[src/rtl/ssbc_pkg.sv]
// ----------------------------------------------------------------------------
// ssbc_pkg
// Shared constants and types of the spread sketch bitmap counter.
// ----------------------------------------------------------------------------
package ssbc_pkg;

  localparam int unsigned MaxColumns    = 1024;
  localparam int unsigned MaxBitmapBits = 2048;
  localparam int unsigned WordBits      = 64;
  localparam int unsigned WordsPerCol   = MaxBitmapBits / WordBits;
  localparam int unsigned ColW          = $clog2(MaxColumns);
  localparam int unsigned WordIdxW      = $clog2(WordsPerCol);
  localparam int unsigned BitIdxW       = $clog2(WordBits);
  localparam int unsigned AddrW         = ColW + WordIdxW;
  localparam int unsigned BitsW         = 12;  // bitmap_bits register and ones_count
  localparam int unsigned ColsW         = 11;  // table column registers
  localparam int unsigned EstW          = 14;
  localparam int unsigned LogW          = 20;  // Q16 log2 with 4 integer bits
  localparam int unsigned KeyW          = 32;
  localparam int unsigned CfgIdxW       = 2;

  localparam logic [31:0]     Ln2Q32 = 32'd2977044472;
  localparam logic [EstW-1:0] EstMax = '1;

  // register indexes
  localparam logic [CfgIdxW-1:0] RegTable0 = 2'd0;
  localparam logic [CfgIdxW-1:0] RegTable1 = 2'd1;
  localparam logic [CfgIdxW-1:0] RegTable2 = 2'd2;
  localparam logic [CfgIdxW-1:0] RegBits   = 2'd3;

  // commands
  localparam logic CmdUpdate = 1'b0;
  localparam logic CmdQuery  = 1'b1;

  typedef struct packed {
    logic                we;
    logic [AddrW-1:0]    addr;
    logic [WordBits-1:0] wdata;
  } mem_req_t;

endpackage

[src/rtl/ssbc_log2.sv]
// ----------------------------------------------------------------------------
// ssbc_log2
// log2 of a 12-bit integer in Q16: leading-one position for the integer
// part, then 16 rounds of squaring a Q30 mantissa, one round per cycle.
// ----------------------------------------------------------------------------
module ssbc_log2 (
  input  logic                       clk_i,
  input  logic                       rst_ni,
  input  logic                       start_i,
  input  logic [ssbc_pkg::BitsW-1:0] n_i,
  output logic                       done_o,
  output logic [ssbc_pkg::LogW-1:0]  log_o
);
  import ssbc_pkg::*;

  localparam int unsigned FracW = 16;
  localparam int unsigned XW    = 31;

  logic [3:0]       k;
  logic [3:0]       k_q;
  logic [FracW-1:0] frac_q;
  logic [XW-1:0]    x_q;
  logic [4:0]       cnt_q;
  logic             busy_q;
  logic             done_q;
  logic [2*XW-1:0]  sq;
  logic [31:0]      y;

  always_comb begin
    k = '0;
    for (int i = 1; i < BitsW; i++) begin
      if (n_i[i]) k = 4'(i);
    end
  end

  assign sq = x_q * x_q;
  assign y  = sq[61:30];

  always_ff @(posedge clk_i or negedge rst_ni) begin
    if (!rst_ni) begin
      busy_q <= 1'b0;
      done_q <= 1'b0;
      cnt_q  <= '0;
    end else begin
      done_q <= 1'b0;
      if (start_i) begin
        busy_q <= 1'b1;
        cnt_q  <= 5'(FracW);
      end else if (busy_q) begin
        cnt_q <= cnt_q - 1'b1;
        if (cnt_q == 5'd1) begin
          busy_q <= 1'b0;
          done_q <= 1'b1;
        end
      end
    end
  end

  always_ff @(posedge clk_i) begin
    if (start_i) begin
      k_q    <= k;
      frac_q <= '0;
      x_q    <= XW'({19'd0, n_i} << (5'd30 - {1'b0, k}));
    end else if (busy_q) begin
      if (y[31]) begin
        x_q    <= y[31:1];
        frac_q <= {frac_q[FracW-2:0], 1'b1};
      end else begin
        x_q    <= y[XW-1:0];
        frac_q <= {frac_q[FracW-2:0], 1'b0};
      end
    end
  end

  assign done_o = done_q;
  assign log_o  = {k_q, frac_q};

endmodule

[config.mk]
export PLATFORM = sky130hd
export DESIGN_NAME = ssbc_log2
export DESIGN_NICKNAME = d
export VERILOG_FILES = /design/src/rtl/ssbc_pkg.sv /design/src/rtl/ssbc_log2.sv
export SDC_FILE = /design/constraint.sdc
export NUM_CORES = 2
export LEC_CHECK = 0
export BUFFER_PORTS_ARGS = -buffer_cell sky130_fd_sc_hd__buf_2
export CAP_MARGIN = 20
export CORE_MARGIN = 10
export CORE_UTILIZATION = 45
export DETAILED_ROUTE_END_ITERATION = 10
export PLACE_DENSITY = 0.66
export RECOVER_POWER = 25
export REMOVE_ABC_BUFFERS = 1
export SLEW_MARGIN = 20
export SYNTH_ARGS = -nofsm -noshare
export SYNTH_HDL_FRONTEND = slang
export SYNTH_SLANG_ARGS = --single-unit
[constraint.sdc]
create_clock -name clk_i -period 10.55 [get_ports clk_i]
set_input_delay 0 -clock clk_i [delete_from_list [all_inputs] [get_ports clk_i]]
set_output_delay 0 -clock clk_i [all_outputs]
set_load 0.01 [all_outputs]
==> run summary <==
Area Overhead vs Synth = 4.44%
Initial DRT Pass Iterations = 7
Critical Path Start Type = register
worst slew pin tran = 2.70 ns
dominant synthesized flop cell = edfxtp_1
fin. max-slew vios = 60
yosys warns = 0
# IOs = 36
CP Data Arrival Time = 9.48 ns
setup tns final = 0 ns
routed wire length = 76,800 um
Final Hold Viols = 0
DRC viols = 0
Clk Tree Root Cell = clkbuf_16
DP HPWL = 63,700 um
failing checks = max-capacitance violations, max-slew violations
CP max stage delay = 1.08 ns
ratio of cells with drive above 1 in the final layout = 3.65%
GRT Residual Overflow = 0
Post-DP Area = 31,300 um^2
Die W = 279 um
Worst Hold Class = in -> async
Initial Util = 45.3%
placer congestion estimate = 0.915
DR iter-0 viols = 1,327
post-route ant nets = 0
antenna violations before repair = 1
post-synthesis cell count = 3,247
critical path class = reg -> reg
critical path fanouts, max = 21
status = finished, violations left
most frequent cells in the layout = 928 x inv_1, 747 x fa_1, 319 x nand2_1
largest net degree at the start of global routing = 60
Worst Setup Slack, final = 1.15 ns
CP Capture Type = register
post-route clock period utilization = 89.1%
first-pass GRT wire length = 126,000 um
slowest cell on the critical path = edfxtp_1
die area = 78,100 um^2
clock latency on the worst-skew pair = 0.33 ns
# Max-Cap Violations = 1
H-tree depth = 3
wire per inst = 18.8 um
Worst EP required = 10.63 ns
Netlist Area Pre-Place = 30,300 um^2
clk_skew = 0.0105 ns
quantity of I/O buffers inserted on ports = 35
antenna cells = 0
Site Rows = 95
CTS max path bufs = 2
Design Area, Final = 31,600 um^2
TritonCTS buffer count = 9
routed via count = 21,200
nets@finish = 4,234
post-route minimum period = 9.40 ns
post-CTS sizing = 0
Mapped Avg Cell Area = 9.33 um^2
post-synthesis sequential area ratio = 5.11%
# setup viols final = 0
Slew HR = -80.2%
Final Hold Slack = 0.121 ns
post-synthesis register bit count = 58
critical path, cell by cell = inv_1 > nor2_1 > fa_1 > fa_1 > inv_1 > fa_1 > fa_1 > inv_1 > fa_1 > fa_1 > fa_1 > inv_1 > fa_1 > inv_1 > ha_1 > nand2_1 > or3_4 > a2111oi_2 > nor3_2 > o21ai_2 > a41oi_4 > xnor2_2 > nor2_1 > a221o_1
Post-synth EDFFs = 35
Sink Count = 58
RSZ-0062 raised after global routing = no
commonest non-fill, non-tap cell in the layout = inv_1
vias in the first global route = 23,500
Vias/cell = 5.20
Die H = 279 um
CP most frequent cell = fa_1
Global Route Usage Sum = 20.4%
CTS tree = yes
ys async rst share = 12.1%
Core ar. = 66,900 um^2
Max Fclk = 0.106 GHz
synth unique cells = 91
Placement Setup Slack = 1.32 ns
clock transition at the registers of the reported paths = 0.06 ns
==> per-stage QoR <==
| step | std cells | util [%] |
|---|---|---|
| global route | 4079 | 47.3 |
| floorplan | 3115 | - |
| CTS | 4078 | 47.3 |
| global placement | 4061 | 46.8 |
| detailed placement | 4061 | 46.8 |
| finish | 4079 | 47.3 |
==> final cells by class <==
| cell class | instances | area (um^2) |
|---|---|---|
| Clock buffer | 10 | 239 |
| Clock inverter | 6 | 71.3 |
| Fill cell | 6430 | 35300 |
| Inverter | 930 | 3490 |
| Multi-Input combinational cell | 2127 | 24700 |
| Sequential cell | 58 | 1550 |
| Tap cell | 873 | 1090 |
| Timing Repair Buffer | 75 | 457 |
==> path summary, 6_finish.rpt <==
path	startpoint	end	slack [ns]	depth (start not counted)
min reg2reg	frac_q[15]	frac_q[15]	0.49	2
min	rst_ni	cnt_q[4]	0.12	2
min in group clk_i	n_i[10]	k_q[3]	0.12	3
max	x_q[17]	x_q[21]	1.15	24
max reg2reg	x_q[17]	x_q[21]	1.15	24
max in group asynchronous	rst_ni	cnt_q[1]	10.14	2
==> layer usage <==
layer  wire length [um]  up-vias  GRT usage [%]  share of wire (%)
met1              31400    10900           26.3                 41
li1                   -     9539              -                  -
met5                  0        -              0                  0
met3               3860      172           1.61                5.0
met2              38700      648           36.1                 50
met4               2850        0           6.18                3.7
==> worst max-delay path: cells and delay by family, from the launching register on <==
family	cells	cell delay [ns]
AOI/OAI and AO/OA	4	1.42
xor gates and xnor gates	1	0.64
adders and majority gates	9	4.28
buffers and inverters	5	0.59
DFF	1	1.08
and+or+nand+nor	5	1.10
==> logic make-up after synthesis <==
family | synth area share (%)
multiplexers | 1.56
XOR/XNOR | 1.84
buffers and inverters | 13.3
AO/OA/AOI/OAI | 5.86
adder cells (fa/ha/maj) | 60.6
flip-flops | 5.11
AND/OR/NAND/NOR | 11.8
==> registers in the layout, indices dropped and copies added, names as in the netlist <==
register,count
frac_q,16
done_o,1
busy_q,1
cnt_q,5
x_q,31
k_q,4
==> cells in the mapped netlist (4+ instances only) <==
cell type    n  share of area (%)
buf_2        8               0.13
and4_1       5               0.14
o21ai_0     43               0.71
nor4_1       6               0.12
nand2_1    319                4.0
a211oi_1     6               0.15
o31ai_1      5               0.12
and2_1     196                4.0
dfxtp_1     16                1.1
a21o_1      24               0.59
ha_1       271                 11
clkbuf_1   113                1.4
o21a_1       9               0.22
a31oi_1     10               0.21
nor2b_1      9               0.19
a221oi_1     4               0.12
o22ai_1      6               0.12
or3_1        6               0.12
o211ai_1     6               0.15
o21bai_1    10               0.25
xnor2_1     32               0.93
buf_1        6              0.074
nor3_1      14               0.23
nand4_1     20               0.41
or2_2        8               0.17
edfxtp_1    35                3.5
a21oi_1     81                1.3
nand3_1     20               0.33
inv_1      928                 11
nand2b_1     7               0.14
mux2i_1     33                1.1
a31o_2       5               0.14
a41oi_1      4               0.12
nor2_1     114                1.4
o221a_2      4               0.15
dfrtp_1      7               0.58
xor2_1      28               0.81
fa_1       747                 49
==> repair_timing <==
item	CTS	global route
endpoints found under the hold margin	7	0
hold buffers	1	0
setup endpoints to repair	0	0
setup buffers	0	0
Power is left out: the tool's default activity adds up to more than one toggle a clock period on the data nets, which glitch-free logic cannot reach.
