$ cat src/rtl/ssbc_pkg.sv
// ----------------------------------------------------------------------------
// ssbc_pkg
// Shared constants and types of the spread sketch bitmap counter.
// ----------------------------------------------------------------------------
package ssbc_pkg;

  localparam int unsigned MaxColumns    = 1024;
  localparam int unsigned MaxBitmapBits = 2048;
  localparam int unsigned WordBits      = 64;
  localparam int unsigned WordsPerCol   = MaxBitmapBits / WordBits;
  localparam int unsigned ColW          = $clog2(MaxColumns);
  localparam int unsigned WordIdxW      = $clog2(WordsPerCol);
  localparam int unsigned BitIdxW       = $clog2(WordBits);
  localparam int unsigned AddrW         = ColW + WordIdxW;
  localparam int unsigned BitsW         = 12;  // bitmap_bits register and ones_count
  localparam int unsigned ColsW         = 11;  // table column registers
  localparam int unsigned EstW          = 14;
  localparam int unsigned LogW          = 20;  // Q16 log2 with 4 integer bits
  localparam int unsigned KeyW          = 32;
  localparam int unsigned CfgIdxW       = 2;

  localparam logic [31:0]     Ln2Q32 = 32'd2977044472;
  localparam logic [EstW-1:0] EstMax = '1;

  // register indexes
  localparam logic [CfgIdxW-1:0] RegTable0 = 2'd0;
  localparam logic [CfgIdxW-1:0] RegTable1 = 2'd1;
  localparam logic [CfgIdxW-1:0] RegTable2 = 2'd2;
  localparam logic [CfgIdxW-1:0] RegBits   = 2'd3;

  // commands
  localparam logic CmdUpdate = 1'b0;
  localparam logic CmdQuery  = 1'b1;

  typedef struct packed {
    logic                we;
    logic [AddrW-1:0]    addr;
    logic [WordBits-1:0] wdata;
  } mem_req_t;

endpackage

$ cat src/rtl/ssbc_divider.sv
// ----------------------------------------------------------------------------
// ssbc_divider
// Restoring remainder unit: 32-bit dividend modulo a 12-bit divisor, one
// quotient bit per cycle.
// ----------------------------------------------------------------------------
module ssbc_divider (
  input  logic                       clk_i,
  input  logic                       rst_ni,
  input  logic                       start_i,
  input  logic [ssbc_pkg::KeyW-1:0]  dividend_i,
  input  logic [ssbc_pkg::BitsW-1:0] divisor_i,
  output logic                       done_o,
  output logic [ssbc_pkg::BitsW-1:0] rem_o
);
  import ssbc_pkg::*;

  localparam int unsigned CntW = $clog2(KeyW + 1);

  logic [KeyW-1:0]  dvd_q;
  logic [BitsW-1:0] dvs_q;
  logic [BitsW-1:0] rem_q;
  logic [CntW-1:0]  cnt_q;
  logic             busy_q;
  logic             done_q;
  logic [BitsW:0]   trial;
  logic [BitsW:0]   diff;

  assign trial = {rem_q, dvd_q[KeyW-1]};
  assign diff  = trial - {1'b0, dvs_q};

  always_ff @(posedge clk_i or negedge rst_ni) begin
    if (!rst_ni) begin
      busy_q <= 1'b0;
      done_q <= 1'b0;
      cnt_q  <= '0;
    end else begin
      done_q <= 1'b0;
      if (start_i) begin
        busy_q <= 1'b1;
        cnt_q  <= CntW'(KeyW);
      end else if (busy_q) begin
        cnt_q <= cnt_q - 1'b1;
        if (cnt_q == CntW'(1)) begin
          busy_q <= 1'b0;
          done_q <= 1'b1;
        end
      end
    end
  end

  always_ff @(posedge clk_i) begin
    if (start_i) begin
      dvd_q <= dividend_i;
      dvs_q <= divisor_i;
      rem_q <= '0;
    end else if (busy_q) begin
      dvd_q <= {dvd_q[KeyW-2:0], 1'b0};
      // remainder stays below the divisor, so the top bit drops out
      rem_q <= diff[BitsW] ? trial[BitsW-1:0] : diff[BitsW-1:0];
    end
  end

  assign done_o = done_q;
  assign rem_o  = rem_q;

endmodule

$ cat config.mk
export PLATFORM = sky130hd
export DESIGN_NAME = ssbc_divider
export DESIGN_NICKNAME = d
export VERILOG_FILES = /design/src/rtl/ssbc_pkg.sv /design/src/rtl/ssbc_divider.sv
export SDC_FILE = /design/constraint.sdc
export NUM_CORES = 1
export LEC_CHECK = 0
export ABC_AREA = 1
export BUFFER_PORTS_ARGS = -buffer_cell sky130_fd_sc_hd__buf_4
export CAP_MARGIN = 15
export CORE_ASPECT_RATIO = 0.7
export CORE_MARGIN = 2
export CORE_UTILIZATION = 40
export DETAILED_ROUTE_END_ITERATION = 10
export SLEW_MARGIN = 15
export SYNTH_ARGS = -nofsm -noshare
export SYNTH_HDL_FRONTEND = slang
export SYNTH_SLANG_ARGS = --single-unit
$ cat constraint.sdc
create_clock -name clk_i -period 2.15 [get_ports clk_i]
set_input_delay 0.215 -clock clk_i [delete_from_list [all_inputs] [get_ports clk_i]]
set_output_delay 0.215 -clock clk_i [all_outputs]
set_load 0.02 [all_outputs]
==> results.ini, run 1 <==
[worst_setup_path]
slowest_stage = edfxtp_1
r2r_slack_ns = 0.04
slowest_delay_ns = 0.37
start_kind = flop
cp-end-kind = flop
cp.arrival_ns = 2.32
r2r_cells = 12
path_buf_inv = 2
crit_required_ns = 2.36
worstPathCellList = inv_2 > ha_4 > inv_4 > fa_2 > nand3_2 > nand3_4 > nand3_4 > nand4_1 > nand2_4 > nand2_1 > nand3_1 > nand2_1
r2r-end = rem_o[2]
path_max_fanout = 6
crit_family = simple AND/OR/NAND/NOR gates
worstSetupPathType = flop to flop
r2r-start = dvd_q[31]

[timing]
slew_viol_final = 0
finalSetupViolations = 0
fin_skew_ns = 0.00550
fin_crit_sh = 0.983
fin_ws_ns = 0.0374
hold_violations = 0
rsz0062_at_grt = true
max_freq_ghz = 0.473
relSlewSlack = 0.272
fin_crit_ns = 2.11
tightest_slew_ns = 1.09

[global_routing]
first_global_vias = 2527
grt_pass1_wl_um = 12100
overflow = 0
grt_usage = 0.170
antenna_found_initial = 0
grt_start_max_net_pins = 44

[routing]
num_vias = 2827
firstDrtPassIters = 4
post_drt_via_cell_ratio = 4.70
wl_per_cell_um = 12.3
wl_um = 7430
drt_iter0_drc = 181
final_antenna_net_count = 0
drc = 0

[placed_design]
io_buffers = 59
hpwlAfterDp_um = 4960
placed_area_mm2 = 0.00398
preCtsSetupSlack_ns = 0.00692
globalplace.congestion = 0.943

[yosys]
synth_nets = 484
syn_avg_cell_area_um2 = 8.10
syn_area_mm2 = 0.00342
synth.distinct_cells = 30
synth_seq_cells = 64
seq_area_frac_synth = 0.515
synth_warnings = 0
netlist_instances = 422

[power_and_ir_drop]
power_density_mw_per_mm2 = 1100
irDropWorstVdd_uv = 463
power.leakage_nw = 2.27

[outcome]
run_status = finished, final reports clean

[final_layout]
syn2layout_area_growth_pct = 28.7
num_antenna_cells = 0
drive_gt1_frac = 0.207
final_area_mm2 = 0.00440
layout_common_cells = 189 x nand2_1, 67 x buf_4, 59 x inv_1
final_common_cell = nand2_1
nets = 554

[floorplan]
num_rows = 28
ios = 60
dieArea_mm2 = 0.00931
die_w_um = 114
core_area_mm2 = 0.00837
initial_core_util = 0.408
die_h_um = 81.3

[min_path]
worstHoldStart = divisor_i[4]
holdCritPathClass = input port to flop
whs_endpoint = dvs_q[4]
min_path_cells = 1

[clock_network]
cts_max_path_buffers = 2
clock-root-buffer = clkbuf_16
cts-htree-levels = 3
clkTransAtPathRegs_ns = 0.05
clock-sinks = 64
worst_skew_pair.late_latency_ns = 0.33
cts_tree = yes
cts_buffers = 9

[run]
maxCapViolations = 0

[layer usage]
layer | global-route usage | vias to the layer above | routed length, um
met5 | 0 | - | 0
met4 | 0.0622 | 0 | 119
met3 | 0.0440 | 11 | 443
met2 | 0.241 | 84 | 3090
met1 | 0.247 | 1273 | 3770
li1 | - | 1459 | -
[kinds of logic (layout without fill, tap and decap cells)]
kind of cell	Yosys count	in the layout	synth area share
buf+inv	75	149	0.0875
compound gates	19	19	0.0300
flops	64	64	0.515
simple gates	242	243	0.292
fa+ha+maj	15	15	0.0571
xor+xnor	7	7	0.0179
[layout make-up]
cell class / count / area [um2]
Clock buffer: 11 / 233
Clock inverter: 5 / 81.3
Fill cell: 811 / 3970
Inverter: 64 / 243
Multi-Input combinational cell: 284 / 1420
Sequential cell: 64 / 1760
Tap cell: 105 / 131
Timing Repair Buffer: 69 / 533
[how the worst max path moves through the flow]
stage / slack [ns] / start / end / cells after the start
global route: -0.08 / dvd_q[31] / rem_o[6] / 12
CTS: 0.009 / dvd_q[31] / rem_o[0] / 12
global placement: 0.10 / dvd_q[31] / rem_o[2] / 12
finish: 0.04 / dvd_q[31] / rem_o[2] / 12
detailed placement: 0.007 / dvd_q[31] / rem_o[1] / 12
floorplan: 0.25 / dvd_q[31] / rem_o[7] / 13
[cells in the mapped netlist, drive strengths merged]
cell type	number	share of area
nand2	195	0.22
inv	63	0.069
edfxtp	44	0.39
nand3	24	0.040
ha	14	0.051
nor2	14	0.018
a21oi	12	0.019
dfxtp	12	0.070
dfrtp	8	0.059
clkbuf	6	0.0066
nand4	6	0.011
buf	5	0.011
o21ai	5	0.0073
xor2	4	0.010
xnor2	3	0.0077
clkinv	1	0.0011
fa	1	0.0059
nand3b	1	0.0022
nor3	1	0.0015
nor4	1	0.0018
o21bai	1	0.0022
o22ai	1	0.0018
[flip-flops by register name, summed over array words and instances, names as in the netlist]
signal  count
busy_q      1
done_o      1
dvd_q      32
rem_o      12
dvs_q      12
cnt_q       6
[what timing repair did]
item / CTS / global route
resized for setup: 1 / 12
endpoints found under the hold margin: 8 / 0
hold buffers: 1 / 0
cloned: 0 / 1
buffers inserted: 0 / 5
endpoints found under the setup margin: 2 / 12
pin swaps: 0 / 12
[worst reg2reg max path, stage by stage, from the launching register on]
cell and delay (ns):
edfxtp_1 0.37, inv_2 0.08, ha_4 0.14, inv_4 0.04
fa_2 0.37, nand3_2 0.09, nand3_4 0.10, nand3_4 0.10
nand4_1 0.25, nand2_4 0.22, nand2_1 0.08, nand3_1 0.09
nand2_1 0.06
[where the power goes]
part,internal [W],switching [W],total [W]
clock network,0.00101,0.000525,0.00154
registers,0.00152,0.000137,0.00166
logic,0.000638,0.000998,0.00164
[stage by stage]
step | std cells | power (W) | hold WS (ns) | TNS (ns) | util
finish | 602 | 0.00483 | 0.0662 | 0 | 0.525
floorplan | 422 | 0.00277 | -0.0806 | 0 | -
detailed placement | 579 | 0.00318 | 0.0398 | 0 | 0.475
global placement | 579 | 0.00317 | 0.0385 | 0 | 0.475
global route | 602 | 0.00513 | 0.0545 | -0.576 | 0.525
CTS | 596 | 0.00475 | 0.0546 | 0 | 0.514
No activity file was read; power rests on OpenSTA's default activity.
==> run 2, diff against run 1 <==
==> constraint.sdc (replaced) <==
create_clock -name clk_i -period 2.15 [get_ports clk_i]
set_input_delay 0.1075 -clock clk_i [delete_from_list [all_inputs] [get_ports clk_i]]
set_output_delay 0.1075 -clock clk_i [all_outputs]
set_load 0.02 [all_outputs]
==> run 2 against run 1 <==
Worst hold slack got worse by 0.023 ns. Maximum frequency rose by 2.7%. Count of clock-buffer cells in the layout fell by 2. Total power rose by 3.8%. Combinational power rose by 2%. Utilization rose by 1.9 points. Clock skew fell by 0.0014 ns. Critical path type unchanged. Non-clock buffer count rose by 12. Highest routed layer unchanged.
==> results.ini, run 2 (synthesis results as in run 1) <==
[clock_network]
cts_max_path_buffers = 2  ; unchanged
clock-root-buffer = clkbuf_16
cts_buffers = 9  ; unchanged
clkTransAtPathRegs_ns = 0.06  ; about the same
worst_skew_pair.late_latency_ns = 0.33  ; about the same
cts-htree-levels = 3  ; unchanged
cts_tree = yes
clock-sinks = 64  ; unchanged

[routing]
num_vias = 2890  ; +2.2%
drt_iter0_drc = 204  ; +13%
wl_per_cell_um = 12.5  ; +1.2%
drc = 0  ; unchanged
final_antenna_net_count = 0  ; unchanged
firstDrtPassIters = 5  ; +1
wl_um = 7670  ; +3.2%
post_drt_via_cell_ratio = 4.71  ; +0.23%

[timing]
max_freq_ghz = 0.486  ; +2.7%
finalSetupViolations = 0  ; unchanged
hold_violations = 0  ; unchanged
tns_ns = 0  ; unchanged
fin_crit_sh = 0.957  ; -0.0256
fin_crit_ns = 2.06  ; -0.0550 ns
rsz0062_at_grt = true
tightest_slew_ns = 0.504  ; -0.584 ns
relSlewSlack = 0.661  ; +0.389
slew_viol_final = 0  ; unchanged
fin_skew_ns = 0.00406  ; -0.00144 ns

[placed_design]
io_buffers = 59  ; unchanged
hpwlAfterDp_um = 5130  ; +3.3%
globalplace.congestion = 0.974  ; +3.4%

[worst_setup_path]
worstSetupPathType = flop to flop
r2r-end = rem_o[8]
r2r_slack_ns = 0.09  ; +0.06 ns
critPathLaunch = dvd_q[31]
r2r_cells = 12  ; unchanged
cp-end-kind = flop
r2r-start = dvd_q[31]
start_kind = flop
path_max_fanout = 5  ; -1
cp.arrival_ns = 2.28  ; -0.04 ns
crit_required_ns = 2.37  ; about the same

[floorplan]
ios = 60  ; unchanged
dieArea_mm2 = 0.00931  ; unchanged
die_w_um = 114  ; unchanged
die_h_um = 81.3  ; unchanged
num_rows = 28  ; unchanged
core_area_mm2 = 0.00837  ; unchanged
initial_core_util = 0.408  ; unchanged

[global_routing]
antenna_found_initial = 0  ; unchanged
grt_pass1_wl_um = 12600  ; +4.2%
grt_start_max_net_pins = 36  ; -18%
grt_usage = 0.177  ; +0.00715
first_global_vias = 2714  ; +7.4%
overflow = 0  ; unchanged

[power_and_ir_drop]
power_frac_seq = 0.330  ; -0.013
p_int_w = 0.00331  ; +4.4%
p_clk_frac = 0.335  ; +0.016
irDropWorstVdd_uv = 463  ; about the same
swShare = 0.340  ; -0.00404
power.leakage_nw = 2.34  ; +3.0%
power_density_mw_per_mm2 = 1100  ; +0.15%
power.switching_w = 0.00170  ; +2.6%
power_frac_comb = 0.335  ; -0.003

[final_layout]
largest_reg_flops = 32  ; unchanged
area.sequential_mm2 = 0.00176  ; unchanged
layout_common_cells = 185 x nand2_1, 67 x buf_4, 59 x inv_1
regMostFlops = dvd_q
num_antenna_cells = 0  ; unchanged
post-route-util = 0.545  ; +0.0191
syn2layout_area_growth_pct = 33.4
final_common_cell = nand2_1
nets = 566  ; +2.2%
drive_gt1_frac = 0.212  ; +0.00494
fillers = 793  ; -2.2%
multi_input_area_mm2 = 0.00143  ; +0.71%

[outcome]
run_status = finished, final reports clean

[run]
maxCapViolations = 0  ; unchanged

[min_path]
min_path_cells = 3  ; +2
holdCritPathClass = input port to flop
worstHoldStart = dividend_i[7]
whs_endpoint = dvd_q[7]

==> run 2: changes by cell type in the layout (fill, tap and decap cells not counted) <==
cell and change:
dlygate4sd3_1 +12, nand2_2 +4, clkinv_1 +1, clkinv_2 -1, clkbuf_1 -2, nand2_1 -4
bufinv_16 +1, inv_6 +1
==> run 2: how the worst max path moves through the flow <==
| stage | endpoint | slack [ns] | depth (start not counted) |
|---|---|---|---|
| finish | rem_o[8] | 0.09 | 12 |
| CTS | rem_o[2] | 0.04 | 12 |
| detailed placement | rem_o[2] | 0.07 | 12 |
| global route | rem_o[5] | -0.06 | 12 |
| global placement | rem_o[2] | 0.16 | 12 |
| floorplan | rem_o[7] | 0.25 | 13 |
==> run 2: power by group through the flow <==
stage / sequential (W) / clock [W] / combinational, W
final: 0.00165 / 0.00168 / 0.00168
after global routing: 0.00168 / 0.00175 / 0.00191
after CTS: 0.00166 / 0.00171 / 0.00154
after detailed placement: 0.00168 / 0 / 0.00151
after global placement: 0.00167 / 0 / 0.00150
after floorplan: 0.00174 / 0 / 0.00104
==> run 2: final cells by class <==
cell class / instances / share of cell area
Clock inverter: 7 / 0.0261
Clock buffer: 9 / 0.0494
Sequential cell: 64 / 0.386
Tap cell: 105 / 0.0288
Timing Repair Buffer: 81 / 0.143
Multi-Input combinational cell: 284 / 0.313
Inverter: 64 / 0.0532
==> run 2: worst max-delay path: stages (launching register included) <==
cell and delay [ns]:
edfxtp_1 0.37, inv_2 0.09, ha_4 0.14, inv_4 0.03, fa_2 0.37, nand3_2 0.09, nand3_4 0.09, nand3_4 0.08
nand4_1 0.24, nand2_2 0.25, nand2_1 0.07, nand3_1 0.07, nand2_1 0.05
==> run 2: metal layers <==
layer / routed length (um) / GRT usage / up-vias
met5: 0 / 0 / -
met2: 3280 / 0.254 / 70
met1: 3850 / 0.255 / 1321
met3: 430 / 0.0507 / 9
li1: - / - / 1490
met4: 99 / 0.0585 / 0
==> run 2: stage by stage <==
step	power [W]	std cells	hold slack, ns	setup WS [ns]	instance area [um2]
final	0.00502	614	0.0434	0.0925	4560
after global routing	0.00534	614	0.0373	-0.0610	4560
after CTS	0.00491	610	0.0350	0.0382	4470
after detailed placement	0.00319	581	-0.0660	0.0702	3990
after global placement	0.00318	581	-0.0683	0.159	3990
after floorplan	0.00277	422	-0.188	0.253	3420
==> run 2: what timing repair did <==
item                                    CTS  global route
endpoints found under the hold margin    20             0
hold buffers                             13             0
gates resized for setup                   0            17
endpoints found under the setup margin    0            12
setup buffers                             0             3
